## config.mk

```make
export PLATFORM = sky130hd
export DESIGN_NAME = ipv4_udp_header_generator_core
export DESIGN_NICKNAME = d
export VERILOG_FILES = /design/src/design/iuhg_pkg.sv /design/src/design/iuhg_hdr_build.sv /design/src/design/iuhg_ser.sv /design/src/design/ipv4_udp_header_generator_core.sv
export VERILOG_INCLUDE_DIRS = /design/src /design/src/design
export SDC_FILE = /design/constraint.sdc
export NUM_CORES = 1
export LEC_CHECK = 0
export BUFFER_PORTS_ARGS = -buffer_cell sky130_fd_sc_hd__buf_2
export CAP_MARGIN = 20
export CORE_MARGIN = 2
export CORE_UTILIZATION = 40
export CTS_CLUSTER_DIAMETER = 40
export CTS_CLUSTER_SIZE = 20
export DETAILED_ROUTE_END_ITERATION = 12
export PLACE_DENSITY = 0.59
export SKIP_LAST_GASP = 1
export SLEW_MARGIN = 20
export SYNTH_ARGS = -nofsm -noshare
export SYNTH_HDL_FRONTEND = slang
export SYNTH_SLANG_ARGS = --single-unit
```

## constraint.sdc

```tcl
create_clock -name i_clk -period 21.3 [get_ports i_clk]
set_input_delay 1.065 -clock i_clk [delete_from_list [all_inputs] [get_ports i_clk]]
set_output_delay 1.065 -clock i_clk [all_outputs]
set_load 0.05 [all_outputs]
```

## src/design/ipv4_udp_header_generator_core_assert.svh

```systemverilog
// Assertion macros shared by the header generator modules.
// Each macro expects the clock i_clk and the active-low reset i_rst_n in scope.
`ifndef IPV4_UDP_HEADER_GENERATOR_CORE_ASSERT_SVH
`define IPV4_UDP_HEADER_GENERATOR_CORE_ASSERT_SVH

// Property that must hold at every clock edge outside reset.
`define IUHG_ASSERT(lbl, prop, msg) \
    lbl: assert property (@(posedge i_clk) disable iff (!i_rst_n) (prop)) else $error(msg);

// Condition that must never be true outside reset.
`define IUHG_NEVER(lbl, cond, msg) \
    lbl: assert property (@(posedge i_clk) disable iff (!i_rst_n) !(cond)) else $error(msg);

`endif

```

## src/design/iuhg_pkg.sv

```systemverilog
// ----------------------------------------------------------------------------
// IPv4/UDP header generator package
// Payload types and header constants shared by the generator modules.
// ----------------------------------------------------------------------------
package iuhg_pkg;

    localparam int HDR_BYTES = 28;
    localparam int HDR_W     = HDR_BYTES * 8;
    localparam int CNT_W     = $clog2(HDR_BYTES);
    localparam int IP_WORDS  = 10;
    localparam int SUM_W     = 20;

    localparam logic [CNT_W-1:0] LAST_IDX    = CNT_W'(HDR_BYTES - 1);
    localparam logic [15:0]      MAX_PAYLOAD = 16'd65507;
    localparam logic [15:0]      IP_HDR_LEN  = 16'd28;
    localparam logic [15:0]      UDP_HDR_LEN = 16'd8;
    localparam logic [7:0]       VER_IHL     = 8'h45;
    localparam logic [15:0]      FLAG_DF     = 16'h4000;
    localparam logic [7:0]       TTL_VALUE   = 8'd64;
    localparam logic [7:0]       PROTO_UDP   = 8'd17;

    typedef struct packed {
        logic [15:0] payload_length;
        logic [31:0] source_address;
        logic [31:0] dest_address;
        logic [15:0] source_port;
        logic [15:0] dest_port;
    } t_req;

    typedef struct packed {
        logic [7:0] header_byte;
        logic       last_byte;
    } t_rsp;

endpackage

```

## src/design/iuhg_hdr_build.sv

```systemverilog
// ----------------------------------------------------------------------------
// Header builder
// Registers a request, assembles the 28 header bytes and the IPv4 word sum,
// and hands the finished header with its checksum to the serializer.
// ----------------------------------------------------------------------------
module iuhg_hdr_build (
    input  logic                          i_clk,
    input  logic                          i_rst_n,
    input  logic                          i_in_valid,
    output logic                          o_in_stall,
    input  iuhg_pkg::t_req                i_in_data,
    input  logic [5:0]                    i_dscp,
    output logic                          o_hdr_vld,
    output logic [iuhg_pkg::HDR_W-1:0]    o_hdr,
    input  logic                          i_load
);

    logic                          r_s1_vld;
    iuhg_pkg::t_req                r_req;
    logic                          r_s2_vld;
    logic [iuhg_pkg::HDR_W-1:0]    r_hdr;
    logic [iuhg_pkg::SUM_W-1:0]    r_sum;
    logic [15:0]                   r_pid;

    logic                          s2_ready;
    logic                          s1_accept;
    logic                          s2_load;
    logic [15:0]                   len_sat;
    logic [15:0]                   tot_len;
    logic [15:0]                   udp_len;
    logic [iuhg_pkg::HDR_W-1:0]    n_hdr;
    logic [iuhg_pkg::SUM_W-1:0]    n_sum;
    logic [16:0]                   fold1;
    logic [15:0]                   fold2;
    logic [15:0]                   cksum;

    assign s2_ready   = !r_s2_vld || i_load;
    assign o_in_stall = r_s1_vld && !s2_ready;
    assign s1_accept  = i_in_valid && !o_in_stall;
    assign s2_load    = r_s1_vld && s2_ready;

    always_comb begin
        len_sat = (r_req.payload_length > iuhg_pkg::MAX_PAYLOAD) ?
                  iuhg_pkg::MAX_PAYLOAD : r_req.payload_length;
        tot_len = iuhg_pkg::IP_HDR_LEN + len_sat;
        udp_len = iuhg_pkg::UDP_HDR_LEN + len_sat;
        // Wire order, byte 0 in the top bits. Addresses go out low byte first.
        n_hdr = {iuhg_pkg::VER_IHL, {i_dscp, 2'b00}, tot_len, r_pid,
                 iuhg_pkg::FLAG_DF, iuhg_pkg::TTL_VALUE, iuhg_pkg::PROTO_UDP, 16'h0000,
                 r_req.source_address[7:0], r_req.source_address[15:8],
                 r_req.source_address[23:16], r_req.source_address[31:24],
                 r_req.dest_address[7:0], r_req.dest_address[15:8],
                 r_req.dest_address[23:16], r_req.dest_address[31:24],
                 r_req.source_port, r_req.dest_port, udp_len, 16'h0000};
        n_sum = '0;
        for (int w = 0; w < iuhg_pkg::IP_WORDS; w++) begin
            n_sum = n_sum + iuhg_pkg::SUM_W'(n_hdr[iuhg_pkg::HDR_W-1-16*w -: 16]);
        end
    end

    // End-around carry fold; two passes are enough for a 20-bit sum.
    always_comb begin
        fold1 = {1'b0, r_sum[15:0]} + 17'(r_sum[iuhg_pkg::SUM_W-1:16]);
        fold2 = fold1[15:0] + 16'(fold1[16]);
        cksum = ~fold2;
        o_hdr = r_hdr;
        o_hdr[iuhg_pkg::HDR_W-81 -: 16] = cksum;
    end

    assign o_hdr_vld = r_s2_vld;

    always_ff @(posedge i_clk) begin
        if (!i_rst_n) begin
            r_s1_vld <= 1'b0;
            r_s2_vld <= 1'b0;
            r_pid    <= '0;
        end else begin
            if (s1_accept) begin
                r_s1_vld <= 1'b1;
            end else if (s2_load) begin
                r_s1_vld <= 1'b0;
            end
            if (s2_load) begin
                r_s2_vld <= 1'b1;
                r_pid    <= r_pid + 16'd1;
            end else if (i_load) begin
                r_s2_vld <= 1'b0;
            end
        end
    end

    always_ff @(posedge i_clk) begin
        if (s1_accept) begin
            r_req <= i_in_data;
        end
        if (s2_load) begin
            r_hdr <= n_hdr;
            r_sum <= n_sum;
        end
    end

    `include "ipv4_udp_header_generator_core_assert.svh"

    `IUHG_ASSERT(a_pid_step, s2_load |=> r_pid == $past(r_pid) + 16'd1, "packet id did not step")
    `IUHG_ASSERT(a_s2_hold, (r_s2_vld && !i_load) |=> r_s2_vld, "built header was dropped")
    `IUHG_NEVER(a_load_empty, i_load && !r_s2_vld, "serializer loaded an empty stage")

endmodule

```

## src/design/iuhg_ser.sv

```systemverilog
// ----------------------------------------------------------------------------
// Header serializer
// Holds one finished header in a shift register and sends it one byte per
// transaction, flagging the final byte.
// ----------------------------------------------------------------------------
module iuhg_ser (
    input  logic                          i_clk,
    input  logic                          i_rst_n,
    input  logic                          i_hdr_vld,
    input  logic [iuhg_pkg::HDR_W-1:0]    i_hdr,
    output logic                          o_load,
    output logic                          o_out_valid,
    input  logic                          i_out_stall,
    output iuhg_pkg::t_rsp                o_out_data
);

    logic                              r_busy;
    logic [iuhg_pkg::HDR_W-1:0]        r_shift;
    logic [iuhg_pkg::CNT_W-1:0]        r_cnt;

    logic                              out_fire;
    logic                              last_done;

    assign out_fire  = r_busy && !i_out_stall;
    assign last_done = out_fire && (r_cnt == iuhg_pkg::LAST_IDX);
    // A new header may enter in the same cycle the final byte leaves.
    assign o_load    = i_hdr_vld && (!r_busy || last_done);

    assign o_out_valid            = r_busy;
    assign o_out_data.header_byte = r_shift[iuhg_pkg::HDR_W-1 -: 8];
    assign o_out_data.last_byte   = (r_cnt == iuhg_pkg::LAST_IDX);

    always_ff @(posedge i_clk) begin
        if (!i_rst_n) begin
            r_busy <= 1'b0;
            r_cnt  <= '0;
        end else begin
            if (o_load) begin
                r_busy <= 1'b1;
                r_cnt  <= '0;
            end else if (last_done) begin
                r_busy <= 1'b0;
                r_cnt  <= '0;
            end else if (out_fire) begin
                r_cnt <= r_cnt + 1'b1;
            end
        end
    end

    always_ff @(posedge i_clk) begin
        if (o_load) begin
            r_shift <= i_hdr;
        end else if (out_fire) begin
            r_shift <= {r_shift[iuhg_pkg::HDR_W-9:0], 8'h00};
        end
    end

    `include "ipv4_udp_header_generator_core_assert.svh"

    `IUHG_ASSERT(a_cnt_step, (out_fire && !last_done) |=> r_cnt == $past(r_cnt) + 1'b1, "miscount")
    `IUHG_ASSERT(a_end_idle, (last_done && !o_load) |=> !r_busy, "still busy after last byte")
    `IUHG_NEVER(a_cnt_range, r_busy && (r_cnt > iuhg_pkg::LAST_IDX), "byte count beyond header")

endmodule

```

## src/design/ipv4_udp_header_generator_core.sv

```systemverilog
// ----------------------------------------------------------------------------
// IPv4/UDP header generator core
// Turns each datagram request into the 28-byte IPv4 plus UDP header, sent
// one byte per transaction in wire order with the IPv4 checksum filled in.
// ----------------------------------------------------------------------------
//  Channel   Direction  Handshake            Carries
//  in        input      i_in_valid/o_in_stall  t_req: length, addresses, ports
//  out       output     o_out_valid/i_out_stall t_rsp: header byte, last flag
//  cfg       input      i_cfg_valid/o_cfg_ready DSCP value (6 bits)
//
// A request passes through the input register, the header register and the
// serializer shift register before its first byte appears; the serializer then
// sends one byte per cycle while i_out_stall is low, so throughput is set by the
// one-byte output port. The next request is built while the current header
// drains. Reset clears the packet id, the DSCP value and all valid flags.
// A stall on the output holds the current byte and backs up into o_in_stall.
// ----------------------------------------------------------------------------
module ipv4_udp_header_generator_core (
    input  logic             i_clk,
    input  logic             i_rst_n,
    input  logic             i_in_valid,
    output logic             o_in_stall,
    input  iuhg_pkg::t_req   i_in_data,
    output logic             o_out_valid,
    input  logic             i_out_stall,
    output iuhg_pkg::t_rsp   o_out_data,
    input  logic             i_cfg_valid,
    output logic             o_cfg_ready,
    input  logic [5:0]       i_cfg_data
);

    logic [5:0]                      r_dscp;
    logic                            hdr_vld;
    logic [iuhg_pkg::HDR_W-1:0]      hdr;
    logic                            hdr_load;

    assign o_cfg_ready = 1'b1;

    always_ff @(posedge i_clk) begin
        if (!i_rst_n) begin
            r_dscp <= '0;
        end else if (i_cfg_valid && o_cfg_ready) begin
            r_dscp <= i_cfg_data;
        end
    end

    iuhg_hdr_build u_build (
        .i_clk      (i_clk),
        .i_rst_n    (i_rst_n),
        .i_in_valid (i_in_valid),
        .o_in_stall (o_in_stall),
        .i_in_data  (i_in_data),
        .i_dscp     (r_dscp),
        .o_hdr_vld  (hdr_vld),
        .o_hdr      (hdr),
        .i_load     (hdr_load)
    );

    iuhg_ser u_ser (
        .i_clk       (i_clk),
        .i_rst_n     (i_rst_n),
        .i_hdr_vld   (hdr_vld),
        .i_hdr       (hdr),
        .o_load      (hdr_load),
        .o_out_valid (o_out_valid),
        .i_out_stall (i_out_stall),
        .o_out_data  (o_out_data)
    );

endmodule
```

==> flow_metrics.env <==
export IMPL_fin_nets=2108
export IMPL_yosys_warnings=0
export IMPL_crit_slowest_cell="fa_1"
export IMPL_period_share_pct=33.9
export IMPL_syn_area_per_cell_sq_um=13.2
export IMPL_grt_pass1_wl_microns=74400
export IMPL_h_tree_depth=3
export IMPL_comb_power_share_pct=20.9
export IMPL_dp_cells=2550
export IMPL_hold_class="register to register"
export IMPL_synthTopCellsByArea="edfxtp_1, nand2_1, fa_1"
export IMPL_finalHoldViolations=0
export IMPL_arrival_ns=7.54
export IMPL_yosys_area_top_type_share_pct=64.6
export IMPL_max_freq_mhz=139
export IMPL_syn_nets=1956
export IMPL_grt_setup_unrepaired="false"
export IMPL_dieWidth_microns=242
export IMPL_swShare_pct=29.5
export IMPL_synthArstFlopShare_pct=0
export IMPL_worstHoldStart="u_build.n_hdr[33]"
export IMPL_setup_tns_ns=0
export IMPL_postSynthCellCount=1716
export IMPL_avgRoutedWirePerCell_microns=17.7
export IMPL_clockPowerShare_pct=38.3
export IMPL_start_util_pct=40.3
export IMPL_cts_tree="done"
export IMPL_ios=135
export IMPL_skew_ns=0.0278
export IMPL_die_h_microns=242
export IMPL_finalSetupViolations=0
export IMPL_drc=0
export IMPL_required_ns=21.63
export IMPL_end_kind="register"
export IMPL_dr_pass1_iters=7
export IMPL_irDropWorstVdd_v=0.0000827
export IMPL_worst_path_max_fanout=8
export IMPL_synth_seq_area_share_pct=67.2
export IMPL_critical_path_max_stage_delay_ns=0.55
export IMPL_status="finished, final reports clean"
export IMPL_syn_cell_area_sq_um=22700
export IMPL_layout_drive_gt1_share_pct=15.3
export IMPL_relSlewSlack_pct=26.9
export IMPL_portBuffers=133
export IMPL_coreArea_sq_um=56300
export IMPL_internal_power_mw=2.20
export IMPL_p_per_area_nw_per_um2=117
export IMPL_grt_max_degree=106
export IMPL_root_buffer="clkbuf_16"
export IMPL_finalNonFillerCells=2684
export IMPL_ys_seq_elements=518
export IMPL_dieArea_sq_um=58700
export IMPL_start_kind="register"
export IMPL_synth_flop_cell="edfxtp_1"
export IMPL_ys_types=73
export IMPL_cts_clk_slew_worst_paths_ns=0.06
export IMPL_clock_path_buffers=3
export IMPL_drv_slew=0
export IMPL_globalRouteOverflowTotal=0
export IMPL_cts_hold_buf=0
export IMPL_grt_pass1_vias=13000
export IMPL_wl_microns=47500
export IMPL_vias_per_cell=4.80
export IMPL_vias=12900
export IMPL_rr_startpoint="u_build.r_req[105]"
export IMPL_synth_edf_count=488
export IMPL_cts_resized_gates=0
export IMPL_cts_setup_buffers=0
export IMPL_yosys_area_top_type="edfxtp_1"
export IMPL_ys_top_cells_by_count="edfxtp_1, nand2_1, inv_1"
export IMPL_hpwlAfterDp_microns=33000
export IMPL_grt_total_usage_pct=16.6
export IMPL_fin_crit_ns=7.21
export IMPL_path_class="register to register"
export IMPL_ant_nets=0
export IMPL_crit_start="u_build.r_req[105]"
export IMPL_yosysMostFrequentCell="edfxtp_1"
export IMPL_gp_congestion=0.829
export IMPL_power_frac_seq_pct=40.8
export IMPL_p_leak_nw=10.4
export IMPL_cts_sinks=518
export IMPL_antenna_found_initial=0
export IMPL_numCtsBuffers=72
export IMPL_std_cell_rows=87
export IMPL_clock_latency_ns=0.62
export IMPL_cp_common_cell="ha_1"
export IMPL_drt_iter0_drc=924
export IMPL_tightest_slew_ns=1.10
export IMPL_switchingPower_mw=0.919
export IMPL_synthToLayoutAreaGrowth_pct=17.0
export IMPL_cap_violations=0
-- per-layer routing --
metal  GRT usage, %  up-vias  part of all wire [%]
li1               -     6226                     -
met2           26.6      321                    48
met4           6.61        0                   2.6
met5              0        -                     0
met3           3.26       62                   4.8
met1           22.3     6270                    45
-- final timing paths --
check / end / slack (ns) / cells after the start
worst max register to register: u_build.r_sum[18] / 14.09 / 28
worst max-delay path: u_build.r_sum[18] / 14.09 / 28
worst min register to register: u_build.r_hdr[33] / 0.41 / 0
worst min-delay path: u_build.r_hdr[33] / 0.41 / 0
-- worst max-delay path: cells and delay by family, from the launching register on --
kind | cells | cell delay [ns]
DFF | 1 | 0.53
adders and majority gates | 7 | 2.77
and+or+nand+nor | 6 | 1.10
buffers and inverters | 2 | 0.10
AOI/OAI and AO/OA | 11 | 2.06
xor gates and xnor gates | 2 | 0.37
-- sequential cells by signal, summed over array words and instances (netlist names), 5 cells and up --
| signal | flops |
|---|---|
| u_build.r_pid | 16 |
| u_build.r_hdr | 148 |
| u_build.r_sum | 20 |
| r_dscp | 6 |
| u_build.n_hdr | 96 |
| u_ser.r_shift | 208 |
| u_build.r_req | 16 |
| u_ser.r_cnt | 5 |
-- power by group through the flow --
stage | combinational, mW | clock, mW | sequential, mW
3_5_place_dp | 0.648 | 0 | 1.29
2_1_floorplan | 0.496 | 0 | 1.27
4_1_cts | 0.653 | 1.22 | 1.27
5_1_grt | 0.734 | 1.27 | 1.28
6_report | 0.650 | 1.19 | 1.27
3_3_place_gp | 0.642 | 0 | 1.29
-- through the flow --
stage               hold WS, ns  worst slack, ns  cell area (sq um)  utilization (%)  power [mW]
global placement          0.403            14.25              24100             42.8        1.93
detailed placement        0.405            14.14              24100             42.8        1.94
CTS                       0.415            14.08              26500             47.2        3.15
finish                    0.414            14.09              26600             47.2        3.11
global route              0.420            13.47              26500             47.2        3.28
floorplan                 0.400            14.19              22700                -        1.77
-- kinds of logic (layout without fill, tap and decap cells) --
family	count (synthesis)	count (layout)	share of synthesized area [%]
and+or+nand+nor	693	693	13.7
DFF	518	518	67.2
buffers and inverters	170	381	3.21
AOI/OAI and AO/OA	129	129	3.85
adders and majority gates	117	117	8.57
xor gates and xnor gates	78	78	3.04
muxes	10	10	0.457
other	1	2	0.0165
-- cell usage in the layout, fill, tap and decap left out, types with 5 or more instances in the layout --
cell type | Yosys | layout
o21ai_1 | 10 | 10
inv_1 | 106 | 105
mux2i_1 | 7 | 7
a211oi_1 | 5 | 5
fa_1 | 64 | 64
nand3_1 | 18 | 18
xnor2_1 | 52 | 52
clkinv_4 | 0 | 5
edfxtp_1 | 488 | 488
ha_1 | 53 | 53
and2_1 | 57 | 57
clkbuf_16 | 0 | 75
inv_8 | 0 | 9
nor2b_1 | 16 | 14
o21ai_0 | 27 | 27
inv_6 | 0 | 16
nor2_1 | 37 | 37
buf_4 | 9 | 9
clkinv_1 | 0 | 5
a31oi_1 | 8 | 8
nand2_1 | 486 | 485
nor3_1 | 9 | 9
dfxtp_1 | 30 | 30
a21o_1 | 13 | 13
nand4_1 | 16 | 16
a21boi_0 | 6 | 6
o21a_1 | 8 | 8
clkinvlp_4 | 0 | 5
a21oi_1 | 23 | 23
xor2_1 | 25 | 25
or3_1 | 6 | 6
buf_2 | 9 | 133
clkinv_8 | 0 | 5
nand2b_1 | 17 | 16
-- area by class of cell --
cell class              instances  area [sq um]
diodes                          1          2.50
clock buffers                  81          1920
clock inverters                52           544
fillers                      5030         29700
inverters                     106           403
multi-input cells            1028          6750
flip-flops and latches        518         15300
well taps                     756           946
repair buffers                142           733
(Power assumes the default switching activity.)
